[src/design/bdhs_pkg.sv]
package bdhs_pkg;

  localparam int PIX_W         = 10;
  localparam int CLR_W         = 12;
  localparam int COORD_W       = 11;
  localparam int ROW_W         = 12;
  localparam int CFG_W         = 13;
  localparam int CFG_IDX_W     = 1;
  localparam int LS_W          = 3 * PIX_W;
  localparam int MAX_WIDTH_DEF = 4096;
  localparam int MAX_HEIGHT    = 4096;
  localparam int MIN_DIM       = 4;
  localparam int IN_TDATA_W    = 16;
  localparam int OUT_TDATA_W   = 64;

  localparam logic [CFG_W-1:0] FRAME_WIDTH_RST  = 13'd3280;
  localparam logic [CFG_W-1:0] FRAME_HEIGHT_RST = 13'd2464;

  localparam logic [CFG_IDX_W-1:0] REG_FRAME_WIDTH  = 1'b0;
  localparam logic [CFG_IDX_W-1:0] REG_FRAME_HEIGHT = 1'b1;

  // 4x4 neighbourhood, indexed [row][col], row 0 / col 0 oldest
  typedef logic [3:0][3:0][PIX_W-1:0] win_t;

  typedef struct packed {
    logic [CLR_W-1:0] blue;
    logic [CLR_W-1:0] green;
    logic [CLR_W-1:0] red;
  } rgb_t;

endpackage

[src/design/bdhs_interp.sv]
// Bilinear R/G/B at the four sites of the centre cell, summed over the cell.
module bdhs_interp (
  input  bdhs_pkg::win_t p,
  output bdhs_pkg::rgb_t rgb
);
  import bdhs_pkg::*;

  function automatic logic [CLR_W-1:0] half2(input logic [PIX_W-1:0] a,
                                             input logic [PIX_W-1:0] b);
    logic [PIX_W:0] s;
    s = {1'b0, a} + {1'b0, b};
    return CLR_W'(s[PIX_W:1]);
  endfunction

  function automatic logic [CLR_W-1:0] quar4(input logic [PIX_W-1:0] a,
                                             input logic [PIX_W-1:0] b,
                                             input logic [PIX_W-1:0] c,
                                             input logic [PIX_W-1:0] d);
    logic [PIX_W+1:0] s;
    s = {2'b00, a} + {2'b00, b} + {2'b00, c} + {2'b00, d};
    return CLR_W'(s[PIX_W+1:2]);
  endfunction

  always_comb begin
    // red sits at p[1][1]
    rgb.red = CLR_W'(p[1][1]) + half2(p[1][1], p[1][3]) + half2(p[1][1], p[3][1])
            + quar4(p[1][1], p[1][3], p[3][1], p[3][3]);
    // greens at p[1][2] and p[2][1]
    rgb.green = quar4(p[0][1], p[1][0], p[2][1], p[1][2]) + CLR_W'(p[1][2])
              + CLR_W'(p[2][1]) + quar4(p[1][2], p[2][3], p[3][2], p[2][1]);
    // blue at p[2][2]
    rgb.blue = quar4(p[0][0], p[2][0], p[0][2], p[2][2]) + half2(p[0][2], p[2][2])
             + half2(p[2][0], p[2][2]) + CLR_W'(p[2][2]);
  end

endmodule

[config.mk]
export PLATFORM = sky130hd
export DESIGN_NAME = bdhs_interp
export DESIGN_NICKNAME = d
export VERILOG_FILES = /design/src/design/bdhs_pkg.sv /design/src/design/bdhs_interp.sv
export SDC_FILE = /design/constraint.sdc
export NUM_CORES = 1
export LEC_CHECK = 0
export ABC_AREA = 1
export BUFFER_PORTS_ARGS = -buffer_cell sky130_fd_sc_hd__buf_2
export CORE_UTILIZATION = 30
export DETAILED_ROUTE_END_ITERATION = 10
export SYNTH_ARGS = -nofsm -noshare
export SYNTH_HDL_FRONTEND = slang
export SYNTH_SLANG_ARGS = --single-unit
[constraint.sdc]
create_clock -name vclk -period 4.5
set_input_delay 0.45 -clock vclk [all_inputs]
set_output_delay 0.45 -clock vclk [all_outputs]
set_load 0.005 [all_outputs]
# == Word-level counts from Yosys, hierarchy flattened ==
# Cells that the tools add are included.
# totals
reg_bits,0
latch_bits,0
mem_bits_rw,0
rom_bits,0
input_bits,160
output_inout_bits,36
n_memories,0
# classes
addsub,25
mul,0
div,0
order_cmp,0
n_eq_ne,0
shifts,0
mux,0
bitwise,0
n_reduce_logical,0
# ops
op,count
adder 10 x 10 -> 11 bit,11
adder 11 x 10 -> 12 bit,7
adder 12 x 10 -> 12 bit,7

# == Logic depth before layout (Yosys ltp) ==
# Gate-level depths: netlist of run 1.
# depth
depth_word,6
ltp_mapped,25
depth_no_buf,25

# == Least setup slack after synthesis of run 1 ==
# Ideal clock, no wire load.
# synth_timing
path_kind,input port to output port
startpoint,in p[11] in the netlist's numbering
endpoint,out rgb[20] in the netlist's numbering
arrival_time_ns,4.379
required_time_ns,4.050
slack_ns,-0.329
stages,23
path_cell_list,inv_1 -> fa_1 -> inv_1 -> fa_1 -> nand2_1 -> nor2_2 -> fa_1 -> nand3_1 -> nand2_1 -> nand2_1 -> nand2_1 -> xor2_1 -> fa_1 -> inv_1 -> fa_1 -> inv_1 -> ha_1 -> a21oi_1 -> nor2_1 -> nor2_1 -> nand2_1 -> nand2_1 -> nand2_1
# synth_lines
item,line_no,source
from (decl),bdhs_interp.sv:3,"input bdhs_pkg::win_t p,"
to (decl),bdhs_interp.sv:4,output bdhs_pkg::rgb_t rgb

==> metrics.md, run 1 <==
| Metric | Value |
|---|---|
| Initial antenna violation count | `1` |
| Final #Nets | `2081` |
| Status | `finished with violations` |
| CTS Hold Bufs | `0` |
| Failing checks | `setup timing` |
| Slowest cell on crit path | `fa_1` |
| Slew Viols, Final | `0` |
| Die W | `173 um` |
| Synth cell types | `24` |
| Unrepaired setup endpoints after global routing | `yes` |
| Final Hold Fails | `0` |
| # diodes | `0` |
| Fin crit period | `5.08 ns` |
| Dpl hpwl | `23100 um` |
| Layout cells sized above 1 | `34.9%` |
| Die area | `30000 sq um` |
| Crit. End Element | `output port` |
| Cells after Synth | `1313` |
| Layout area overhead | `44.3%` |
| Critical path, cell by cell | `buf_6 -> inv_2 -> fa_1 -> inv_1 -> fa_1 -> nand2_2 -> nor2_4 -> fa_2 -> xor2_2 -> fa_1 -> inv_2 -> fa_1 -> inv_1 -> ha_2 -> inv_2 -> fa_2 -> o21ai_4 -> buf_4 -> xor2_1 -> buf_2` |
| Worst Hold Path Cells | `6` |
| Post-synthesis cell area | `8790 sq um` |
| GRT Total Usage | `17.4%` |
| Non-Filler Instances | `2053` |
| WP depth | `20` |
| Most frequent CP cell | `fa_1` |
| Routed Antenna Nets | `0` |
| Largest net degree at the start of global routing | `6` |
| Ys Warns | `0` |
| Dpl cells | `2038` |
| Pre-antenna DRT Iters | `6` |
| Syn Area/Cell | `6.70 sq um` |
| Register area share after synthesis | `0%` |
| GR Overflow Total | `0` |
| Vias | `9024` |
| WL per Instance | `12.7 um` |
| RePlAce Congestion | `0.908` |
| Seq. cell area | `0 sq um` |
| Post-Synthesis Net Count | `1723` |
| Setup CP Type | `in -> out` |
| Hold WC Path Type | `in -> out` |
| Slew of the pin with the lowest slew margin | `0.338 ns` |
| CP arrival | `4.63 ns` |
| WL final | `26100 um` |
| Initial DRC Count | `384` |
| # clk buffers | `0` |
| Core area | `28800 sq um` |
| Worst Path Buf+Inv | `8` |
| DR DRC count | `0` |
| Initial core utilization | `30.6%` |
| Final Cycle Share | `113%` |
| I/O pin count | `196` |
| Die Y | `173 um` |
| CP peak stage delay | `0.57 ns` |
| Critical path's top delay family | `adder cells` |
| Final setup viols | `26` |
| PortBufs | `176` |
| Req. time, crit path | `4.05 ns` |
| First-pass GRT wire length | `42800 um` |
| Vias per cell | `4.40` |
| Max-cap violations | `0` |
| FMAX | `197 MHz` |
| # rows | `62` |
| CP Max Fanout | `3` |
| FF+latch count | `0` |
| Setup WS post-layout | `-0.576 ns` |
| Rel. slew slack | `77.5%` |
| Vias in the first global route | `9165` |
| Crit start category | `input pin` |
==> cells in the final DEF (no fill, tap or decap), types with 7 or more instances in the layout <==
cell,instances
nand4_1,11
nand2_4,16
nand3_1,60
xor2_1,28
nor2_4,7
nand3_2,15
nor2_2,13
xnor2_1,7
fa_2,9
ha_4,32
a21oi_1,38
nand2_2,55
a21oi_2,12
buf_6,20
nor2_1,55
inv_2,33
inv_1,330
ha_1,71
fa_1,135
o21bai_1,9
buf_4,169
buf_2,165
nand2_1,315
==> cells in the mapped netlist (2+ instances only) <==
master      n  area [sq um]
xor2_1     32           280
xnor2_1    11          96.3
nor3_1      7          35.0
fa_1      144          2880
nor2_1     71           267
inv_1     367          1380
nand2_1   383          1440
nand3_1    78           390
nand2_2     3          18.8
nand4_1    11          68.8
nor2_2      4          25.0
o21bai_1   11          82.6
a31oi_1     5          31.3
ha_1      106          1330
nand3b_1    3          22.5
o21a_1      4          30.0
a21o_1      6          45.0
o21ai_2     9          78.8
o21ai_0     2          10.0
a21oi_1    52           260
==> tightest hold or removal path, stage by stage <==
cell	delay, ns
buf_2	0.09
nand2_2	0.06
nor2_4	0.11
fa_2	0.21
ha_1	0.13
buf_2	0.10
==> layer usage <==
layer / up-vias / global-route usage [%] / part of all wire [%]
met5: - / 0 / 0.042
met4: 2 / 1.03 / 0.72
li1: 4628 / - / -
met3: 16 / 0.833 / 3.6
met2: 211 / 33.1 / 51
met1: 4167 / 22.5 / 44
==> worst paths after layout <==
check                   from       to  slack [ns]
worst max-delay path   p[41]  rgb[17]       -0.58
worst min-delay path  p[150]   rgb[0]        1.61
==> logic make-up after synthesis <==
group	Yosys count	share of synthesized area, %
XOR/XNOR	43	4.28
buffers and inverters	367	15.7
AND/OR/NAND/NOR	562	25.9
adder cells (fa/ha/maj)	250	47.9
AO/OA/AOI/OAI	91	6.30
==> timing repair <==
action	CTS	global route
pin swaps	108	88
setup buffers	11	7
gates resized for setup	124	119
setup endpoints to repair	29	28
==> final cells by class <==
class / instances / area (sq um)
fillers: 2955 / 16100
multi-input cells: 946 / 8470
repair buffers: 356 / 2350
inverters: 367 / 1390
well taps: 384 / 480
==> through the flow <==
step / setup TNS (ns) / utilization [%] / instance area [sq um] / hold slack (ns) / setup WS (ns)
finish: -5.67 / 44.1 / 12700 / 1.61 / -0.576
global route: -10.52 / 44.1 / 12700 / 1.67 / -0.775
CTS: -4.88 / 42.4 / 12200 / 1.66 / -0.591
detailed placement: -10.69 / 40.1 / 11500 / 1.68 / -0.714
global placement: -9.68 / 40.1 / 11500 / 1.66 / -0.690
floorplan: -0.995 / - / 8940 / 1.33 / -0.170
Power of run 1 is not shown: default switching activity piles up to over one toggle a cycle in this logic, so the estimate is an artifact.
==> run 2, diff against run 1 <==
Settings changed: CAP_MARGIN set to 20, PLACE_DENSITY set to 0.5, REMOVE_ABC_BUFFERS set to 1.
==> run 2 against run 1 <==
  * The run still ends with setup timing left
  * Worst setup slack worse by 0.027 ns
  * Sequential share of layout area unchanged
  * Global-route usage up 0.28 points
  * Via count down 0.86%
  * Cell count up 0.54%
  * Critical path depth up 3
  * Routed wire length up 0.69%
  * Cell area up 3.2%
  * Critical path type unchanged
  * Critical endpoint is now rgb[23]
  * Highest routed layer is now met4
==> metrics.md, run 2 (synthesis gave the netlist of run 1 again) <==
| Metric | Value |
|---|---|
| Filler cells | `2959 (+0.14%)` |
| Busiest layer in global routing | `met2` |
| WL final | `26200 um (+0.69%)` |
| FF+latch count | `0 (unchanged)` |
| Commonest non-fill, non-tap cell in the layout | `inv_1` |
| Unrepaired setup endpoints after global routing | `yes` |
| Fin crit period | `5.10 ns (+0.0273 ns)` |
| CTS Hold Bufs | `0 (unchanged)` |
| Final #Nets | `2092 (+0.53%)` |
| # diodes | `0 (unchanged)` |
| Final setup viols | `16 (-38%)` |
| CP arrival | `4.65 ns (+0.02 ns)` |
| Vias | `8946 (-0.86%)` |
| Layout area overhead | `48.9%` |
| WHS | `1.60 ns (-0.0139 ns)` |
| Seq. cell area | `0 sq um (unchanged)` |
| Largest net degree at the start of global routing | `6 (unchanged)` |
| Initial DRC Count | `354 (-7.8%)` |
| Die W | `173 um (unchanged)` |
| Slew Viols, Final | `0 (unchanged)` |
| Die Y | `173 um (unchanged)` |
| Req. time, crit path | `4.05 ns (about the same)` |
| Initial antenna violation count | `0 (-1)` |
| # clk buffers | `0 (unchanged)` |
| Die area | `30000 sq um (unchanged)` |
| RePlAce Congestion | `0.914 (+0.72%)` |
| Setup CP Type | `in -> out` |
| FMAX | `196 MHz (-0.53%)` |
| Setup WS post-layout | `-0.603 ns (-0.0273 ns)` |
| Max-cap violations | `0 (unchanged)` |
| First-pass GRT wire length | `43400 um (+1.3%)` |
| Slew of the pin with the lowest slew margin | `0.299 ns (-0.0383 ns)` |
| CP Max Fanout | `3 (unchanged)` |
| I/O pin count | `196 (unchanged)` |
| Crit. End Element | `output port` |
| # rows | `62 (unchanged)` |
| Final Cycle Share | `113% (+0.61 points)` |
| Final Hold Fails | `0 (unchanged)` |
| Rel. slew slack | `80.0% (+2.6 points)` |
| Vias in the first global route | `9140 (-0.27%)` |
| GRT Total Usage | `17.7% (+0.28 points)` |
| Status | `finished with violations` |
| M1 GR Usage | `23.2% (+0.66 points)` |
| Most frequent cells in the layout | `inv_1, nand2_1, buf_4` |
| Failing checks | `setup timing` |
| PortBufs | `176 (unchanged)` |
| TNS Setup | `-5.30 ns (+0.361 ns)` |
| Vias per cell | `4.33 (-1.4%)` |
| Worst Hold Path Cells | `6 (unchanged)` |
| Dpl hpwl | `23300 um (+0.87%)` |
| Initial core utilization | `30.6% (unchanged)` |
| Worst Hold Launch | `p[150]` |
| DR DRC count | `0 (unchanged)` |
| Crit start category | `input pin` |
| Hold WC Path Type | `in -> out` |
| Core area | `28800 sq um (unchanged)` |
| GRT met2 Usage | `33.3% (+0.24 points)` |
| WL per Instance | `12.7 um (+0.15%)` |
| GR Overflow Total | `0 (unchanged)` |
| WHS Endpoint | `rgb[0]` |
| Pre-antenna DRT Iters | `5 (-1)` |
| Routed Antenna Nets | `0 (unchanged)` |
| Layout cells sized above 1 | `38.5% (+3.6 points)` |
| Met3 GRT Util | `0.504% (-0.33 points)` |
-- run 2: how the worst max path moves through the flow --
stage          start      end  cells past startpoint
6_report       p[11]  rgb[23]                     23
4_1_cts        p[11]  rgb[23]                     23
3_5_place_dp   p[11]  rgb[22]                     26
5_1_grt        p[62]  rgb[22]                     25
2_1_floorplan  p[11]  rgb[20]                     23
3_3_place_gp   p[11]  rgb[22]                     26
-- run 2: final cells by class --
| cell class | instances | area [sq um] | share of cell area (%) |
|---|---|---|---|
| inverter | 367 | 1400 | 10.7 |
| multi-input combinational | 946 | 8750 | 66.9 |
| tap | 384 | 480 | 3.67 |
| timing repair buffer | 367 | 2460 | 18.8 |
-- run 2: timing repair --
| item | 4_1_cts | 5_1_grt |
|---|---|---|
| resized for setup | 189 | 160 |
| cloned | 0 | 0 |
| pin swaps | 102 | 123 |
| buffers inserted | 10 | 8 |
| setup endpoints to repair | 27 | 27 |
-- run 2: metrics by stage --
stage	instances	instance area (sq um)	setup slack (ns)	utilization, %
4_1_cts	2056	12400	-0.569	43.2
5_1_grt	2064	13100	-0.767	45.5
2_1_floorplan	1313	8790	-0.329	-
3_3_place_gp	2046	11500	-0.878	39.8
3_5_place_dp	2046	11500	-0.959	39.8
6_report	2064	13100	-0.603	45.5
-- run 2: metal layers --
layer / part of all wire [%] / vias up
li1: - / 4647
met1: 46 / 4119
met2: 51 / 168
met3: 2.6 / 12
met4: 0.88 / 0
met5: 0 / -
-- run 2: worst max-delay path, stage by stage --
cell and delay [ns]:
buf_8 0.07, inv_4 0.03, fa_2 0.55, inv_2 0.05, fa_2 0.43, nand2_2 0.10
nor2_4 0.05, fa_2 0.38, buf_6 0.13, xor2_2 0.14, fa_1 0.50, inv_2 0.04
fa_1 0.46, inv_1 0.07, ha_2 0.18, inv_2 0.04, fa_2 0.38, o21ai_4 0.22
nand2_2 0.09, nand2_2 0.08, nand2_1 0.05, nand2_1 0.05, buf_2 0.10
Power of run 2 is left out for the same reason.
==> run 3, diff against run 2 <==
--- a/config.mk
+++ b/config.mk
@@ -6,10 +6,9 @@
 export NUM_CORES = 1
 export LEC_CHECK = 0
-export ABC_AREA = 1
 export BUFFER_PORTS_ARGS = -buffer_cell sky130_fd_sc_hd__buf_2
 export CAP_MARGIN = 20
 export CORE_UTILIZATION = 30
 export DETAILED_ROUTE_END_ITERATION = 10
-export PLACE_DENSITY = 0.5
+export PLACE_DENSITY = 0.51
 export REMOVE_ABC_BUFFERS = 1
 export SYNTH_ARGS = -nofsm -noshare
==> constraint.sdc (replaced) <==
create_clock -name vclk -period 4.5
set_input_delay 0.9 -clock vclk [all_inputs]
set_output_delay 0.9 -clock vclk [all_outputs]
set_load 0.005 [all_outputs]
==> run 3 against run 2 <==
  * The run still ends with setup timing left
  * Critical path depth shrank 1
  * Worst hold slack gained 0.94 ns
  * Routed wire length shrank 19%
  * Global-route usage shrank 2.0 points
  * Die area shrank 11%
  * Synthesized area shrank 11%
  * Clock-buffer cell count is the same
  * Critical endpoint is now rgb[22]
==> metrics.md, run 3 <==
| Metric | Value |
|---|---|
| Final #Nets | `1773 (-15%)` |
| Crit start category | `input pin` |
| Final Hold Fails | `0 (unchanged)` |
| Vias in the first global route | `7697 (-16%)` |
| Final setup viols | `34 (+18)` |
| Status | `finished with violations` |
| # clk buffers | `0 (unchanged)` |
| WHS Endpoint | `rgb[0]` |
| DR DRC count | `0 (unchanged)` |
| Worst Hold Path Cells | `5 (-1)` |
| Commonest non-fill, non-tap cell in the layout | `buf_4` |
| Slew Viols, Final | `0 (unchanged)` |
| Pre-antenna DRT Iters | `4 (-1)` |
| WL final | `21200 um (-19%)` |
| CP Max Fanout | `2 (-1)` |
| Cells after Synth | `915 (-30%)` |
| FF+latch count | `0 (unchanged)` |
| Fin crit period | `6.63 ns (+1.53 ns)` |
| PortBufs | `176 (unchanged)` |
| Synth cell types | `57 (+140%)` |
| First-pass GRT wire length | `34700 um (-20%)` |
| Initial antenna violation count | `0 (unchanged)` |
| Seq. cell area | `0 sq um (unchanged)` |
| Filler cells | `2473 (-16%)` |
| Most common library cells after synthesis | `inv_1, fa_1, ha_1` |
| Vias per cell | `4.45 (+2.7%)` |
| Largest net degree at the start of global routing | `8 (+2)` |
| Routed Antenna Nets | `0 (unchanged)` |
| Die Y | `164 um (-5.6%)` |
| CP arrival | `5.73 ns (+1.08 ns)` |
| Most frequent cells in the layout | `buf_4, inv_1, buf_2` |
| Synth top area cells | `fa_1, ha_1, inv_1` |
| Die W | `164 um (-5.6%)` |
| Count leader, synth | `inv_1` |
| Max-cap violations | `0 (unchanged)` |
| GR Overflow Total | `0 (unchanged)` |
| Req. time, crit path | `3.60 ns (-0.45 ns)` |
| Syn Area/Cell | `8.56 sq um (+28%)` |
| Crit. End Element | `output port` |
| Initial DRC Count | `205 (-42%)` |
| Final Cycle Share | `147% (+34 points)` |
| Post-synthesis cell area | `7830 sq um (-11%)` |
| Layout area overhead | `61.2%` |
| Slew of the pin with the lowest slew margin | `0.437 ns (+0.138 ns)` |
| GRT Total Usage | `15.7% (-2.0 points)` |
| FMAX | `151 MHz (-23%)` |
| Dpl hpwl | `18500 um (-21%)` |
| TNS Setup | `-40.72 ns (-35.42 ns)` |
| Setup CP Type | `in -> out` |
| Register area share after synthesis | `0% (unchanged)` |
| Ys Warns | `0 (unchanged)` |
| Worst Hold Launch | `p[150]` |
| Layout cells sized above 1 | `48.3% (+9.9 points)` |
| Post-layout util | `49.7% (+4.2 points)` |
| Setup WS post-layout | `-2.13 ns (-1.53 ns)` |
| # diodes | `0 (unchanged)` |
| Die area | `26800 sq um (-11%)` |
| RePlAce Congestion | `0.843 (-7.7%)` |
| Hold WC Path Type | `in -> out` |
| WL per Instance | `12.5 um (-1.4%)` |
| Vias | `7529 (-16%)` |
| Initial core utilization | `30.8% (+0.27 points)` |
| Rel. slew slack | `70.5% (-9.5 points)` |
| Core area | `25400 sq um (-12%)` |
| # rows | `58 (-6.5%)` |
| Unrepaired setup endpoints after global routing | `yes` |
| Failing checks | `setup timing` |
| Yosys top cell by area | `fa_1` |
| I/O pin count | `196 (unchanged)` |
| Synth top area share | `36.8% (+4.0 points)` |
run 3: cell count changes after synthesis, moves of 12 or more:
cell	before	now
nand2_1	383	47
inv_1	367	237
nand3_1	78	12
xnor2_1	11	53
o21ai_0	2	37
nor2_1	71	40
a21o_1	6	24
nor2b_1	0	18
nand2b_1	0	12
run 3: per-stage QoR:
stage	instance area [sq um]	hold slack [ns]	instances	setup slack, ns
after floorplan	7830	2.18	915	-1.89
after global placement	11000	2.55	1676	-2.37
after detailed placement	11000	2.53	1676	-2.42
after CTS	12000	2.51	1685	-2.09
after global routing	12600	2.61	1691	-2.29
final	12600	2.53	1691	-2.13
run 3: metal layers:
metal	track usage (%)	vias to the layer above	wire, um
met5	0	-	0
met4	0.0842	0	0
met3	0.406	0	614
met2	29.6	118	11100
met1	20.8	3574	9470
li1	-	3837	-
run 3: worst max-delay path, cell delays in order:
cell,delay [ns]
buf_6,0.07
inv_2,0.03
fa_1,0.54
inv_2,0.04
fa_1,0.47
nand2_1,0.10
nor2_2,0.05
fa_2,0.37
a21oi_4,0.21
o21ai_4,0.09
a2111oi_4,0.36
nor2_2,0.09
a31o_2,0.22
fa_1,0.48
inv_1,0.06
fa_1,0.52
inv_1,0.06
ha_4,0.27
nand2_1,0.04
or4_1,0.47
o211ai_1,0.14
buf_2,0.16
run 3: layout make-up:
class,count,area [sq um],share of cell area (%)
Tap cell,330,413,3.27
Timing Repair Buffer,446,3170,25.1
Multi-Input combinational cell,678,8140,64.5
Inverter,237,900,7.13
run 3: worst max path at each step:
stage	startpoint	endpoint	slack, ns	depth (start not counted)
6_report	p[41]	rgb[22]	-2.13	22
4_1_cts	p[41]	rgb[22]	-2.09	23
5_1_grt	p[41]	rgb[22]	-2.29	23
3_5_place_dp	p[62]	rgb[22]	-2.42	21
2_1_floorplan	p[11]	rgb[22]	-1.89	21
3_3_place_gp	p[11]	rgb[22]	-2.37	23
run 3: repair_timing:
action | in CTS | in global routing
setup endpoints to repair | 34 | 34
endpoints found under the hold margin | 0 | 0
gates resized for setup | 203 | 119
buffers inserted | 13 | 11
hold buffers | 0 | 0
pin swaps | 120 | 117
run 3: kinds of logic (layout without fill, tap and decap cells):
kind of cell | Yosys count | in the layout | synth area share [%]
adders and majority gates | 250 | 250 | 53.7
buffers and inverters | 237 | 683 | 11.4
AOI/OAI and AO/OA | 177 | 177 | 15.1
and+or+nand+nor | 175 | 175 | 11.2
xor gates and xnor gates | 76 | 76 | 8.50
Power of run 3 is left out for the same reason.
